[config.mk]
export PLATFORM = sky130hd
export DESIGN_NAME = image_mean_variance_normalizer_core_flat
export DESIGN_NICKNAME = d
export VERILOG_FILES = /design/src/imvn_pkg.sv /design/src/imvn_if.sv /design/src/imvn_mul.sv /design/src/image_mean_variance_normalizer_core.sv /design/src/flat_wrapper.sv
export SDC_FILE = /design/constraint.sdc
export NUM_CORES = 2
export LEC_CHECK = 0
export BUFFER_PORTS_ARGS = -buffer_cell sky130_fd_sc_hd__buf_2
export CAP_MARGIN = 40
export CORE_MARGIN = 10
export CORE_UTILIZATION = 59
export DETAILED_ROUTE_END_ITERATION = 8
export PLACE_DENSITY = 0.89
export SLEW_MARGIN = 20
export SYNTH_ARGS = -nofsm -noshare
export SYNTH_HDL_FRONTEND = slang
export SYNTH_SLANG_ARGS = --single-unit
[constraint.sdc]
create_clock -name clk -period 7.54 [get_ports clk]
set_clock_uncertainty 0.15 [all_clocks]
set_input_delay 1.131 -clock clk [delete_from_list [all_inputs] [get_ports clk]]
set_output_delay 1.131 -clock clk [all_outputs]
set_load 0.02 [all_outputs]
[src/imvn_pkg.sv]
package imvn_pkg;

  // field widths
  localparam int PIX_W = 8;
  localparam int TM_W  = 8;
  localparam int TV_W  = 16;
  localparam int CFG_DW = 16;

  // register reset values
  localparam logic [TM_W-1:0] TARGET_MEAN_RST = 8'd100;
  localparam logic [TV_W-1:0] TARGET_VAR_RST  = 16'd100;

  // statistics depth
  localparam int MAX_PIXELS_DEF = 1048576;

  // square root: digits of the root and its upper limit
  localparam int ROOT_BITS = 9;
  localparam int ROOT_CAP  = 256;
  localparam int PIX_MAX   = 255;

  // default multiplier widths for the default image size
  localparam int DEF_MW = 56;
  localparam int DEF_YW = 28;
  localparam int DEF_PW = 72;

  // digit counter width of the serial multiplier
  localparam int MUL_DIG_W = 5;

  typedef enum logic {
    OP_GATHER    = 1'b0,
    OP_NORMALIZE = 1'b1
  } op_t;

  typedef enum logic {
    CFG_TARGET_MEAN = 1'b0,
    CFG_TARGET_VAR  = 1'b1
  } cfg_idx_t;

  typedef enum logic [2:0] {
    ST_IDLE,
    ST_NQ,
    ST_SS,
    ST_PN,
    ST_DD,
    ST_TDD,
    ST_ROOT,
    ST_OUT
  } st_t;

  typedef struct packed {
    logic                 start;
    logic [MUL_DIG_W-1:0] ndig;
  } mul_ctl_t;

  typedef struct packed {
    logic busy;
    logic done;
  } mul_sts_t;

endpackage

[src/imvn_if.sv]
interface imvn_in_if;
  logic       valid;
  logic       ready;
  logic       opcode;
  logic [7:0] pixel;

  modport source (output valid, output opcode, output pixel, input ready);
  modport sink (input valid, input opcode, input pixel, output ready);
endinterface

interface imvn_out_if;
  logic       valid;
  logic       ready;
  logic [7:0] normalized_pixel;
  logic       flat_image;
  logic       saturated;

  modport source (output valid, output normalized_pixel, output flat_image,
                  output saturated, input ready);
  modport sink (input valid, input normalized_pixel, input flat_image,
                input saturated, output ready);
endinterface

[src/imvn_mul.sv]
module imvn_mul import imvn_pkg::*; #(
  parameter int MW = DEF_MW,
  parameter int YW = DEF_YW,
  parameter int PW = DEF_PW
) (
  input  logic          clk,
  input  logic          rst_n,
  input  mul_ctl_t      ctl,
  input  logic [MW-1:0] m,
  input  logic [YW-1:0] y,
  output mul_sts_t      sts,
  output logic [PW-1:0] prod
);

  logic [PW-1:0]        acc_r;
  logic [MW-1:0]        m_r;
  logic [MW+1:0]        m3_r;
  logic [YW-1:0]        y_r;
  logic [MUL_DIG_W-1:0] cnt_r;
  logic                 busy_r;
  logic                 done_r;
  logic [PW-1:0]        sel;
  logic [PW-1:0]        acc_nxt;

  // radix-4 digit select, multiplier taken msb first
  always_comb begin
    case (y_r[YW-1 -: 2])
      2'd0:    sel = '0;
      2'd1:    sel = PW'(m_r);
      2'd2:    sel = PW'({m_r, 1'b0});
      2'd3:    sel = PW'(m3_r);
      default: sel = '0;
    endcase
    acc_nxt = (acc_r << 2) + sel;
  end

  // control
  always_ff @(posedge clk) begin
    if (!rst_n) begin
      busy_r <= 1'b0;
      done_r <= 1'b0;
      cnt_r  <= '0;
    end else begin
      done_r <= 1'b0;
      if (ctl.start && !busy_r) begin
        busy_r <= 1'b1;
        cnt_r  <= ctl.ndig;
      end else if (busy_r) begin
        cnt_r <= cnt_r - 1'b1;
        if (cnt_r == MUL_DIG_W'(1)) begin
          busy_r <= 1'b0;
          done_r <= 1'b1;
        end
      end
    end
  end

  // operands and accumulator
  always_ff @(posedge clk) begin
    if (ctl.start && !busy_r) begin
      acc_r <= '0;
      m_r   <= m;
      m3_r  <= {m, 1'b0} + (MW+2)'(m);
      y_r   <= y;
    end else if (busy_r) begin
      acc_r <= acc_nxt;
      y_r   <= y_r << 2;
    end
  end

  assign sts.busy = busy_r;
  assign sts.done = done_r;
  assign prod     = acc_r;

endmodule

[src/image_mean_variance_normalizer_core.sv]
// channel   | dir | handshake      | payload
// in_chan   | in  | valid / ready  | opcode, pixel
// out_chan  | out | valid / ready  | normalized_pixel, flat_image, saturated
// cfg       | in  | cfg_we         | cfg_index, cfg_wdata
//
// a gather transaction leaves the core idle; a normalize transaction on a non-flat image
// runs through one shared radix-4 shift-add multiplier (p*N, D*D,
// target_variance*D^2) and a 9-step restoring square root;
// the first normalize of an image also forms N*Q - S*S once
// once that is formed, a flat image skips the multiplies and the root; reset is synchronous, active low
// a finished result waits in the output register while the next transaction enters;
// a stalled output only holds the next normalize at its last cycle
module image_mean_variance_normalizer_core import imvn_pkg::*; #(
  parameter int MAX_PIXELS = MAX_PIXELS_DEF
) (
  input  logic              clk,
  input  logic              rst_n,
  input  logic              cfg_we,
  input  cfg_idx_t          cfg_index,
  input  logic [CFG_DW-1:0] cfg_wdata,
  imvn_in_if.sink           in_chan,
  imvn_out_if.source        out_chan
);

  localparam int CW  = $clog2(64'(MAX_PIXELS) + 64'd1);
  localparam int SW  = $clog2(64'(MAX_PIXELS) * 64'd255 + 64'd1);
  localparam int QW  = $clog2(64'(MAX_PIXELS) * 64'd65025 + 64'd1);
  localparam int VW  = CW + QW;
  localparam int TW  = 2 * SW + TV_W;
  localparam int MW  = (QW > 2 * SW) ? QW : 2 * SW;
  localparam int YW0 = (CW > SW) ? ((CW > TV_W) ? CW : TV_W) : ((SW > TV_W) ? SW : TV_W);
  localparam int YW  = YW0 + (YW0 % 2);
  localparam int PW  = (VW > TW) ? VW : TW;
  localparam int B_SH = 2 * (ROOT_BITS - 1);
  localparam int RW  = ((VW + B_SH > TW) ? VW + B_SH : TW) + 2;
  localparam int RCW = $clog2(ROOT_BITS);
  localparam int NQ_DIG  = (CW + 1) / 2;
  localparam int SS_DIG  = (SW + 1) / 2;
  localparam int PN_DIG  = PIX_W / 2;
  localparam int TDD_DIG = TV_W / 2;

  st_t state_r, state_nxt;

  logic [TM_W-1:0]  tm_r;
  logic [TV_W-1:0]  tv_r;
  logic [CW-1:0]    cnt_r;
  logic [SW-1:0]    sum_r;
  logic [QW-1:0]    sq_r;
  logic             phase_r;
  logic             v_valid_r;
  logic             flat_r;
  logic             op_run_r;
  logic             out_valid_r;

  logic [PIX_W-1:0] pix_r;
  logic [VW-1:0]    nq_r;
  logic [VW-1:0]    v_r;
  logic [SW-1:0]    d_r;
  logic             pos_r;
  logic [RW-1:0]    r_r;
  logic [RW-1:0]    a_r;
  logic [RW-1:0]    b_r;
  logic [ROOT_BITS-1:0] k_r;
  logic [RCW-1:0]   root_cnt_r;
  logic [PIX_W-1:0] out_pix_r;
  logic             out_flat_r;
  logic             out_sat_r;

  mul_ctl_t         mul_ctl;
  mul_sts_t         mul_sts;
  logic [MW-1:0]    mul_m;
  logic [YW-1:0]    mul_y;
  logic [PW-1:0]    mul_prod;

  logic             in_acc;
  logic             in_rdy;
  logic             out_load;
  logic             flat_calc;
  logic [SW-1:0]    pn;
  logic             pn_pos;

  logic [RW-1:0]    inc;
  logic             take;

  logic [9:0]       kf, kc, kfc, kcc, pos_sum;
  logic [PIX_W-1:0] res_pix;
  logic             res_sat;

  assign in_acc   = in_chan.valid && in_rdy;
  assign out_load = (state_r == ST_OUT) && (!out_valid_r || out_chan.ready);
  assign flat_calc = PW'(nq_r) <= mul_prod;
  assign pn       = mul_prod[SW-1:0];
  assign pn_pos   = pn > sum_r;

  imvn_mul #(.MW(MW), .YW(YW), .PW(PW)) u_mul (
    .clk   (clk),
    .rst_n (rst_n),
    .ctl   (mul_ctl),
    .m     (mul_m),
    .y     (mul_y),
    .sts   (mul_sts),
    .prod  (mul_prod)
  );

  // next state
  always_comb begin
    state_nxt = state_r;
    case (state_r)
      ST_IDLE: begin
        if (in_acc && (in_chan.opcode == OP_NORMALIZE)) begin
          if (!v_valid_r) state_nxt = ST_NQ;
          else if (flat_r) state_nxt = ST_OUT;
          else state_nxt = ST_PN;
        end
      end
      ST_NQ:   if (mul_sts.done) state_nxt = ST_SS;
      ST_SS:   if (mul_sts.done) state_nxt = flat_calc ? ST_OUT : ST_PN;
      ST_PN:   if (mul_sts.done) state_nxt = ST_DD;
      ST_DD:   if (mul_sts.done) state_nxt = ST_TDD;
      ST_TDD:  if (mul_sts.done) state_nxt = ST_ROOT;
      ST_ROOT: if (root_cnt_r == '0) state_nxt = ST_OUT;
      ST_OUT:  if (out_load) state_nxt = ST_IDLE;
      default: state_nxt = ST_IDLE;
    endcase
  end

  // state outputs: input ready and multiplier operands
  always_comb begin
    in_rdy        = 1'b0;
    mul_ctl.start = 1'b0;
    mul_ctl.ndig  = '0;
    mul_m         = '0;
    mul_y         = '0;
    case (state_r)
      ST_IDLE: in_rdy = 1'b1;
      ST_NQ: begin
        mul_ctl.start = !op_run_r;
        mul_ctl.ndig  = MUL_DIG_W'(NQ_DIG);
        mul_m         = MW'(sq_r);
        mul_y         = YW'(cnt_r) << (YW - 2 * NQ_DIG);
      end
      ST_SS: begin
        mul_ctl.start = !op_run_r;
        mul_ctl.ndig  = MUL_DIG_W'(SS_DIG);
        mul_m         = MW'(sum_r);
        mul_y         = YW'(sum_r) << (YW - 2 * SS_DIG);
      end
      ST_PN: begin
        mul_ctl.start = !op_run_r;
        mul_ctl.ndig  = MUL_DIG_W'(PN_DIG);
        mul_m         = MW'(cnt_r);
        mul_y         = YW'(pix_r) << (YW - 2 * PN_DIG);
      end
      ST_DD: begin
        mul_ctl.start = !op_run_r;
        mul_ctl.ndig  = MUL_DIG_W'(SS_DIG);
        mul_m         = MW'(d_r);
        mul_y         = YW'(d_r) << (YW - 2 * SS_DIG);
      end
      ST_TDD: begin
        mul_ctl.start = !op_run_r;
        mul_ctl.ndig  = MUL_DIG_W'(TDD_DIG);
        mul_m         = MW'(mul_prod[2*SW-1:0]);
        mul_y         = YW'(tv_r) << (YW - 2 * TDD_DIG);
      end
      default: in_rdy = 1'b0;
    endcase
  end

  // one restoring square root step: test the next root bit against the remainder
  always_comb begin
    inc  = a_r + b_r;
    take = inc <= r_r;
  end

  // final result: floor root upward, ceiling root downward, capped and clamped
  always_comb begin
    kf  = 10'(k_r);
    kc  = kf + 10'(r_r != '0);
    kfc = (kf > 10'(ROOT_CAP)) ? 10'(ROOT_CAP) : kf;
    kcc = (kc > 10'(ROOT_CAP)) ? 10'(ROOT_CAP) : kc;
    pos_sum = 10'(tm_r) + kfc;
    if (pos_r) begin
      res_sat = pos_sum > 10'(PIX_MAX);
      res_pix = res_sat ? PIX_W'(PIX_MAX) : pos_sum[PIX_W-1:0];
    end else begin
      res_sat = kcc > 10'(tm_r);
      res_pix = res_sat ? '0 : PIX_W'(10'(tm_r) - kcc);
    end
  end

  // control state, configuration and image statistics
  always_ff @(posedge clk) begin
    if (!rst_n) begin
      state_r     <= ST_IDLE;
      tm_r        <= TARGET_MEAN_RST;
      tv_r        <= TARGET_VAR_RST;
      cnt_r       <= '0;
      sum_r       <= '0;
      sq_r        <= '0;
      phase_r     <= 1'b0;
      v_valid_r   <= 1'b0;
      flat_r      <= 1'b0;
      op_run_r    <= 1'b0;
      out_valid_r <= 1'b0;
    end else begin
      state_r <= state_nxt;

      if (cfg_we) begin
        case (cfg_index)
          CFG_TARGET_MEAN: tm_r <= cfg_wdata[TM_W-1:0];
          CFG_TARGET_VAR:  tv_r <= cfg_wdata[TV_W-1:0];
          default: ;
        endcase
      end

      // gather: a gather after normalizing starts a new image
      if (in_acc && (in_chan.opcode == OP_GATHER)) begin
        phase_r   <= 1'b0;
        v_valid_r <= 1'b0;
        if (phase_r) begin
          cnt_r <= CW'(1);
          sum_r <= SW'(in_chan.pixel);
          sq_r  <= QW'({8'd0, in_chan.pixel} * {8'd0, in_chan.pixel});
        end else if (cnt_r < CW'(MAX_PIXELS)) begin
          cnt_r <= cnt_r + 1'b1;
          sum_r <= sum_r + SW'(in_chan.pixel);
          sq_r  <= sq_r + QW'({8'd0, in_chan.pixel} * {8'd0, in_chan.pixel});
        end
      end
      if (in_acc && (in_chan.opcode == OP_NORMALIZE)) phase_r <= 1'b1;

      // image variance is formed once per image
      if ((state_r == ST_SS) && mul_sts.done) begin
        v_valid_r <= 1'b1;
        flat_r    <= flat_calc;
      end

      if (mul_ctl.start) op_run_r <= 1'b1;
      else if (mul_sts.done) op_run_r <= 1'b0;

      if (out_load) out_valid_r <= 1'b1;
      else if (out_chan.ready) out_valid_r <= 1'b0;
    end
  end

  // datapath
  always_ff @(posedge clk) begin
    if (in_acc) pix_r <= in_chan.pixel;

    if ((state_r == ST_NQ) && mul_sts.done) nq_r <= mul_prod[VW-1:0];
    if ((state_r == ST_SS) && mul_sts.done) v_r <= VW'(PW'(nq_r) - mul_prod);

    // signed deviation of the pixel from the mean, scaled by N
    if ((state_r == ST_PN) && mul_sts.done) begin
      pos_r <= pn_pos;
      d_r   <= pn_pos ? pn - sum_r : sum_r - pn;
    end

    // root setup: remainder = target_variance * D^2, test term = V shifted for the top bit
    if ((state_r == ST_TDD) && mul_sts.done) begin
      r_r        <= RW'(mul_prod[TW-1:0]);
      a_r        <= '0;
      b_r        <= RW'(v_r) << B_SH;
      k_r        <= '0;
      root_cnt_r <= RCW'(ROOT_BITS - 1);
    end else if (state_r == ST_ROOT) begin
      r_r        <= take ? r_r - inc : r_r;
      a_r        <= take ? (a_r >> 1) + b_r : a_r >> 1;
      b_r        <= b_r >> 2;
      k_r        <= {k_r[ROOT_BITS-2:0], take};
      root_cnt_r <= root_cnt_r - 1'b1;
    end

    if (out_load) begin
      out_pix_r  <= flat_r ? tm_r : res_pix;
      out_flat_r <= flat_r;
      out_sat_r  <= flat_r ? 1'b0 : res_sat;
    end
  end

  assign in_chan.ready             = in_rdy;
  assign out_chan.valid            = out_valid_r;
  assign out_chan.normalized_pixel = out_pix_r;
  assign out_chan.flat_image       = out_flat_r;
  assign out_chan.saturated        = out_sat_r;

  // checks
  a_start_free: assert property (@(posedge clk) disable iff (!rst_n)
    mul_ctl.start |-> !mul_sts.busy)
    else $error("multiplier started while busy");

  a_done_in_op: assert property (@(posedge clk) disable iff (!rst_n)
    mul_sts.done |-> (state_r == ST_NQ || state_r == ST_SS || state_r == ST_PN ||
                      state_r == ST_DD || state_r == ST_TDD))
    else $error("multiplier product arrived outside a multiply state");

  a_flat_nosat: assert property (@(posedge clk) disable iff (!rst_n)
    (out_chan.valid && out_chan.flat_image) |-> !out_chan.saturated)
    else $error("flat result marked saturated");

  a_cnt_bound: assert property (@(posedge clk) disable iff (!rst_n)
    cnt_r <= CW'(MAX_PIXELS))
    else $error("pixel count above limit");

  a_phase_set: assert property (@(posedge clk) disable iff (!rst_n)
    (in_acc && (in_chan.opcode == OP_NORMALIZE)) |=> phase_r)
    else $error("normalize transaction did not enter normalize phase");

endmodule
[src/flat_wrapper.sv]
// flat-port wrapper written by rule: the top's interface ports become plain ports
module image_mean_variance_normalizer_core_flat import imvn_pkg::*;
#(
  parameter int MAX_PIXELS = MAX_PIXELS_DEF
)
  (clk, rst_n, cfg_we, cfg_index, cfg_wdata, in_chan_valid, in_chan_opcode, in_chan_pixel, in_chan_ready, out_chan_valid, out_chan_normalized_pixel, out_chan_flat_image, out_chan_saturated, out_chan_ready);
  imvn_in_if in_chan_i ();
  imvn_out_if out_chan_i ();
  input  logic clk;
  input  logic rst_n;
  input  logic cfg_we;
  input  cfg_idx_t cfg_index;
  input  logic [CFG_DW-1:0] cfg_wdata;
  input wire logic [$bits(in_chan_i.valid)-1:0] in_chan_valid;
  input wire logic [$bits(in_chan_i.opcode)-1:0] in_chan_opcode;
  input wire logic [$bits(in_chan_i.pixel)-1:0] in_chan_pixel;
  output wire logic [$bits(in_chan_i.ready)-1:0] in_chan_ready;
  output wire logic [$bits(out_chan_i.valid)-1:0] out_chan_valid;
  output wire logic [$bits(out_chan_i.normalized_pixel)-1:0] out_chan_normalized_pixel;
  output wire logic [$bits(out_chan_i.flat_image)-1:0] out_chan_flat_image;
  output wire logic [$bits(out_chan_i.saturated)-1:0] out_chan_saturated;
  input wire logic [$bits(out_chan_i.ready)-1:0] out_chan_ready;
  assign in_chan_i.valid = in_chan_valid;
  assign in_chan_i.opcode = in_chan_opcode;
  assign in_chan_i.pixel = in_chan_pixel;
  assign in_chan_ready = in_chan_i.ready;
  assign out_chan_valid = out_chan_i.valid;
  assign out_chan_normalized_pixel = out_chan_i.normalized_pixel;
  assign out_chan_flat_image = out_chan_i.flat_image;
  assign out_chan_saturated = out_chan_i.saturated;
  assign out_chan_i.ready = out_chan_ready;
  image_mean_variance_normalizer_core #(.MAX_PIXELS(MAX_PIXELS)) u_core (.clk(clk), .rst_n(rst_n), .cfg_we(cfg_we), .cfg_index(cfg_index), .cfg_wdata(cfg_wdata), .in_chan(in_chan_i), .out_chan(out_chan_i));
endmodule
==> flow_metrics.tcl <==
set metrics [dict create \
    synth.top_cells.by_area "sky130_fd_sc_hd__edfxtp_1 22%, sky130_fd_sc_hd__ha_1 12%, sky130_fd_sc_hd__dfxtp_1 10%, sky130_fd_sc_hd__a21oi_1 5.7%, sky130_fd_sc_hd__nand2_1 4.5%" \
    reg2reg_path_depth 26 \
    setup.worst_path.end_class "register" \
    drtIter0Drc 6421 \
    first_global_vias 49200 \
    post_cts.repair.setup_buffers 0 \
    multi_input_area_mm2 0.0367 \
    hp-class "register to register" \
    ffs_latches_synth 734 \
    whs_path_cells 2 \
    cts_buffers 80 \
    share_of_layout_cells_above_drive_strength_1 0.0563 \
    nets_final 7262 \
    grt_antenna_before_repair 3 \
    final_common_cell "sky130_fd_sc_hd__nand2_1" \
    core.rowCount 114 \
    number_of_synthesized_flops_with_an_enable_pin 431 \
    p_leak_uw 0.0257 \
    fmax_ghz 0.143 \
    wl_um 180000 \
    gp_routability_congestion 1.06 \
    status "complete, no violations" \
    port-buffer-count 42 \
    timing.hold.worst.start "u_core.tv_r[13]$_SDFFE_PN0P_" \
    min_delay_worst_endpoint "u_core.tv_r[13]$_SDFFE_PN0P_" \
    postSynthAreaPerCell_um2 8.52 \
    mappedNetlistNets 7408 \
    overflow 0 \
    power_share_of_the_combinational_group 0.640 \
    cts_root_buf "sky130_fd_sc_hd__clkbuf_16" \
    period_minus_slack_ps 6980 \
    synthCells 6809 \
    finalCritPeriodShare 0.926 \
    die_h_um 333 \
    viasPerCell 6.59 \
    drt-wirelength-per-cell_um 22.5 \
    drtAntennaViolNets 0 \
    power.density_cell_area_mw_per_mm2 489 \
    synth.yosys.warnings 0 \
    total_power_uw 30300 \
    ioPinCount 43 \
    proportion_of_register_bits_with_asynchronous_set_or_reset_after_synthesis 0 \
    ys_dominant_reg_cell "sky130_fd_sc_hd__edfxtp_1" \
    dieArea_mm2 0.111 \
    chipWidth_um 333 \
    fill_cells 7857 \
    clock_transition_at_the_registers_of_the_reported_paths_ps 60 \
    cts.sink_count 734 \
    switching_share 0.486 \
    most-common-layout-cells "683 x sky130_fd_sc_hd__nand2_1, 657 x sky130_fd_sc_hd__a21oi_1, 532 x sky130_fd_sc_hd__ha_1" \
    grt_setup_unrepaired "false" \
    cts_tree "built" \
    seq_area_frac_synth 0.328 \
    globalRouteTotalUtil 0.308 \
    netlist.area_leader.share 0.223 \
    drv_slew 0 \
    post_detailed_route_drc_marker_count 0 \
    path_max_fanout 7 \
    floorplan.initialDensity 0.597 \
    drt_pre_antenna_iters 7 \
    timing.critical_path.from_type "register" \
    final-seq-area_mm2 0.0190 \
    synth_cell_type_count 82 \
    sw_power_uw 14700 \
    netlist_area_mm2 0.0580 \
    slew-limit-headroom 0.166 \
    reg2reg_setup_slack_ps 560 \
    max_cap_violations 0 \
    power.sequential.fraction 0.225 \
    clock_tree.buffer_depth 3 \
    detailedPlacementHpwl_um 137000 \
    cell_internal_pwr_uw 15600 \
    ir_drop_mv 0.357 \
    setup_violations 0 \
    r2r_end "u_core.r_r[69]$_DFFE_PP_" \
    worstMarginPinSlew_ps 1250 \
    std_cell_core_area_mm2 0.0971 \
    reg2reg_from "u_core.b_r[7]$_SDFFE_PP0P_" \
    final_hold_viol_count 0 \
    cts_max_level 3 \
    grt_start_max_net_pins 197 \
    critPathKind "register to register" \
    crit_arrival_ps 7310 \
    cp_data_required_time_ps 7860 \
    grt_pass1_wl_um 278000 \
    clock_insertion_delay_worst_skew_ps 680 \
    synth.largest_area_cell "sky130_fd_sc_hd__edfxtp_1" \
    vias 52700 \
    fin_tns_setup_ps 0 \
    area_growth_syn_to_layout_pct 6.88 \
    power.share.clock 0.134 \
]
## power groups by stage
| stage | clock, uW | sequential, uW | combinational, uW |
|---|---|---|---|
| finish | 4070 | 6830 | 19400 |
| global route | 4240 | 6870 | 21200 |
| CTS | 4090 | 6750 | 18900 |
| detailed placement | 0 | 6830 | 18700 |
| global placement | 0 | 6790 | 18400 |
| floorplan | 0 | 6430 | 14400 |
## Yosys cell counts (all sizes together), types with 100 or more instances
master,count
a211oi,116
inv,297
nor3,141
nand3,152
xnor2,282
o21ai,454
a21o,301
ha,533
nand2,688
edfxtp,431
nor2,519
xor2,209
dfxtp,303
a21oi,659
clkbuf,308
nand4,100
## worst max-delay path, cell delays in order, from the launching register on
cell	delay, ps
sky130_fd_sc_hd__dfxtp_1	340
sky130_fd_sc_hd__ha_1	370
sky130_fd_sc_hd__a2111oi_1	480
sky130_fd_sc_hd__inv_1	80
sky130_fd_sc_hd__o211ai_1	220
sky130_fd_sc_hd__and2_1	180
sky130_fd_sc_hd__o21a_1	220
sky130_fd_sc_hd__nand2_1	70
sky130_fd_sc_hd__a21oi_1	310
sky130_fd_sc_hd__o21ai_0	230
sky130_fd_sc_hd__a21oi_1	280
sky130_fd_sc_hd__nor2_1	70
sky130_fd_sc_hd__nor2_1	140
sky130_fd_sc_hd__xor2_1	190
sky130_fd_sc_hd__ha_1	330
sky130_fd_sc_hd__a21oi_1	180
sky130_fd_sc_hd__o21ai_0	190
sky130_fd_sc_hd__a211oi_1	280
sky130_fd_sc_hd__nor3_1	90
sky130_fd_sc_hd__a211oi_1	620
sky130_fd_sc_hd__o41ai_2	220
sky130_fd_sc_hd__and3_1	270
sky130_fd_sc_hd__a221o_1	380
sky130_fd_sc_hd__a31oi_1	330
sky130_fd_sc_hd__a21oi_1	150
sky130_fd_sc_hd__o21a_1	180
sky130_fd_sc_hd__o31ai_1	240
## area by class of cell
| type | instances | share of cell area |
|---|---|---|
| Tap cell | 1276 | 0.0258 |
| Inverter | 301 | 0.0183 |
| Clock inverter | 44 | 0.00666 |
| Multi-Input combinational cell | 5434 | 0.591 |
| Antenna cell | 1 | 0.0000404 |
| Clock buffer | 106 | 0.0371 |
| Timing Repair Buffer | 112 | 0.0139 |
| Sequential cell | 734 | 0.307 |
## layer usage
layer | GRT usage | vias to the layer above | part of all wire
li1 | - | 24700 | -
met1 | 0.403 | 25000 | 0.41
met2 | 0.486 | 2633 | 0.44
met3 | 0.0453 | 478 | 0.089
met4 | 0.172 | 2 | 0.061
met5 | 0 | - | 0.000072
## cell families (layout without fill, tap and decap cells)
logic type | count (synthesis) | after routing | share of synthesized area
xor gates and xnor gates | 491 | 491 | 0.0742
muxes | 105 | 105 | 0.0196
AOI/OAI and AO/OA | 2192 | 2192 | 0.242
DFF | 734 | 734 | 0.328
other | 0 | 1 | 0
and+or+nand+nor | 2078 | 2078 | 0.168
buffers and inverters | 641 | 563 | 0.0417
adders and majority gates | 568 | 568 | 0.127
## worst max-delay path by stage
stage	from	end	slack [ps]	cells after the start
finish	u_core.b_r[7]$_SDFFE_PP0P_	u_core.r_r[69]$_DFFE_PP_	560	26
global route	in_chan_pixel[2]	u_core.sq_r[30]$_SDFFE_PN0P_	110	28
CTS	u_core.b_r[0]$_SDFFE_PP0P_	u_core.r_r[5]$_DFFE_PP_	530	27
detailed placement	in_chan_pixel[3]	u_core.sq_r[34]$_SDFFE_PN0P_	110	28
global placement	in_chan_pixel[2]	u_core.sq_r[30]$_SDFFE_PN0P_	170	28
floorplan	u_core.b_r[0]$_SDFFE_PP0P_	u_core.r_r[0]$_DFFE_PP_	320	27
## flip-flops by register name (all words and copies together) (netlist names), 36 cells and up
name,cells
u_core.a_r,75
u_core.nq_r,57
u_core.u_mul.m_r,56
u_core.v_r,57
u_core.r_r,75
u_core.b_r,73
u_core.u_mul.m3_r,57
u_core.sq_r,36
u_core.u_mul.prod,72
## metrics by stage
step / cell area, um2 / util / setup WS [ps] / std cells / hold slack, ps
after CTS: 61900 / 0.637 / 529 / 8004 / 312
final: 62000 / 0.638 / 556 / 8008 / 313
after global routing: 62000 / 0.638 / 113 / 8007 / 330
after floorplan: 58000 / - / 316 / 6809 / 256
after detailed placement: 59200 / 0.609 / 110 / 7854 / 304
after global placement: 59100 / 0.608 / 170 / 7848 / 297
## timing repair
item | 4_1_cts | 5_1_grt
resized for setup | 0 | 3
setup endpoints to repair | 0 | 10
hold buffers | 0 | 0
Note: power is estimated with default switching activity, not from simulation.
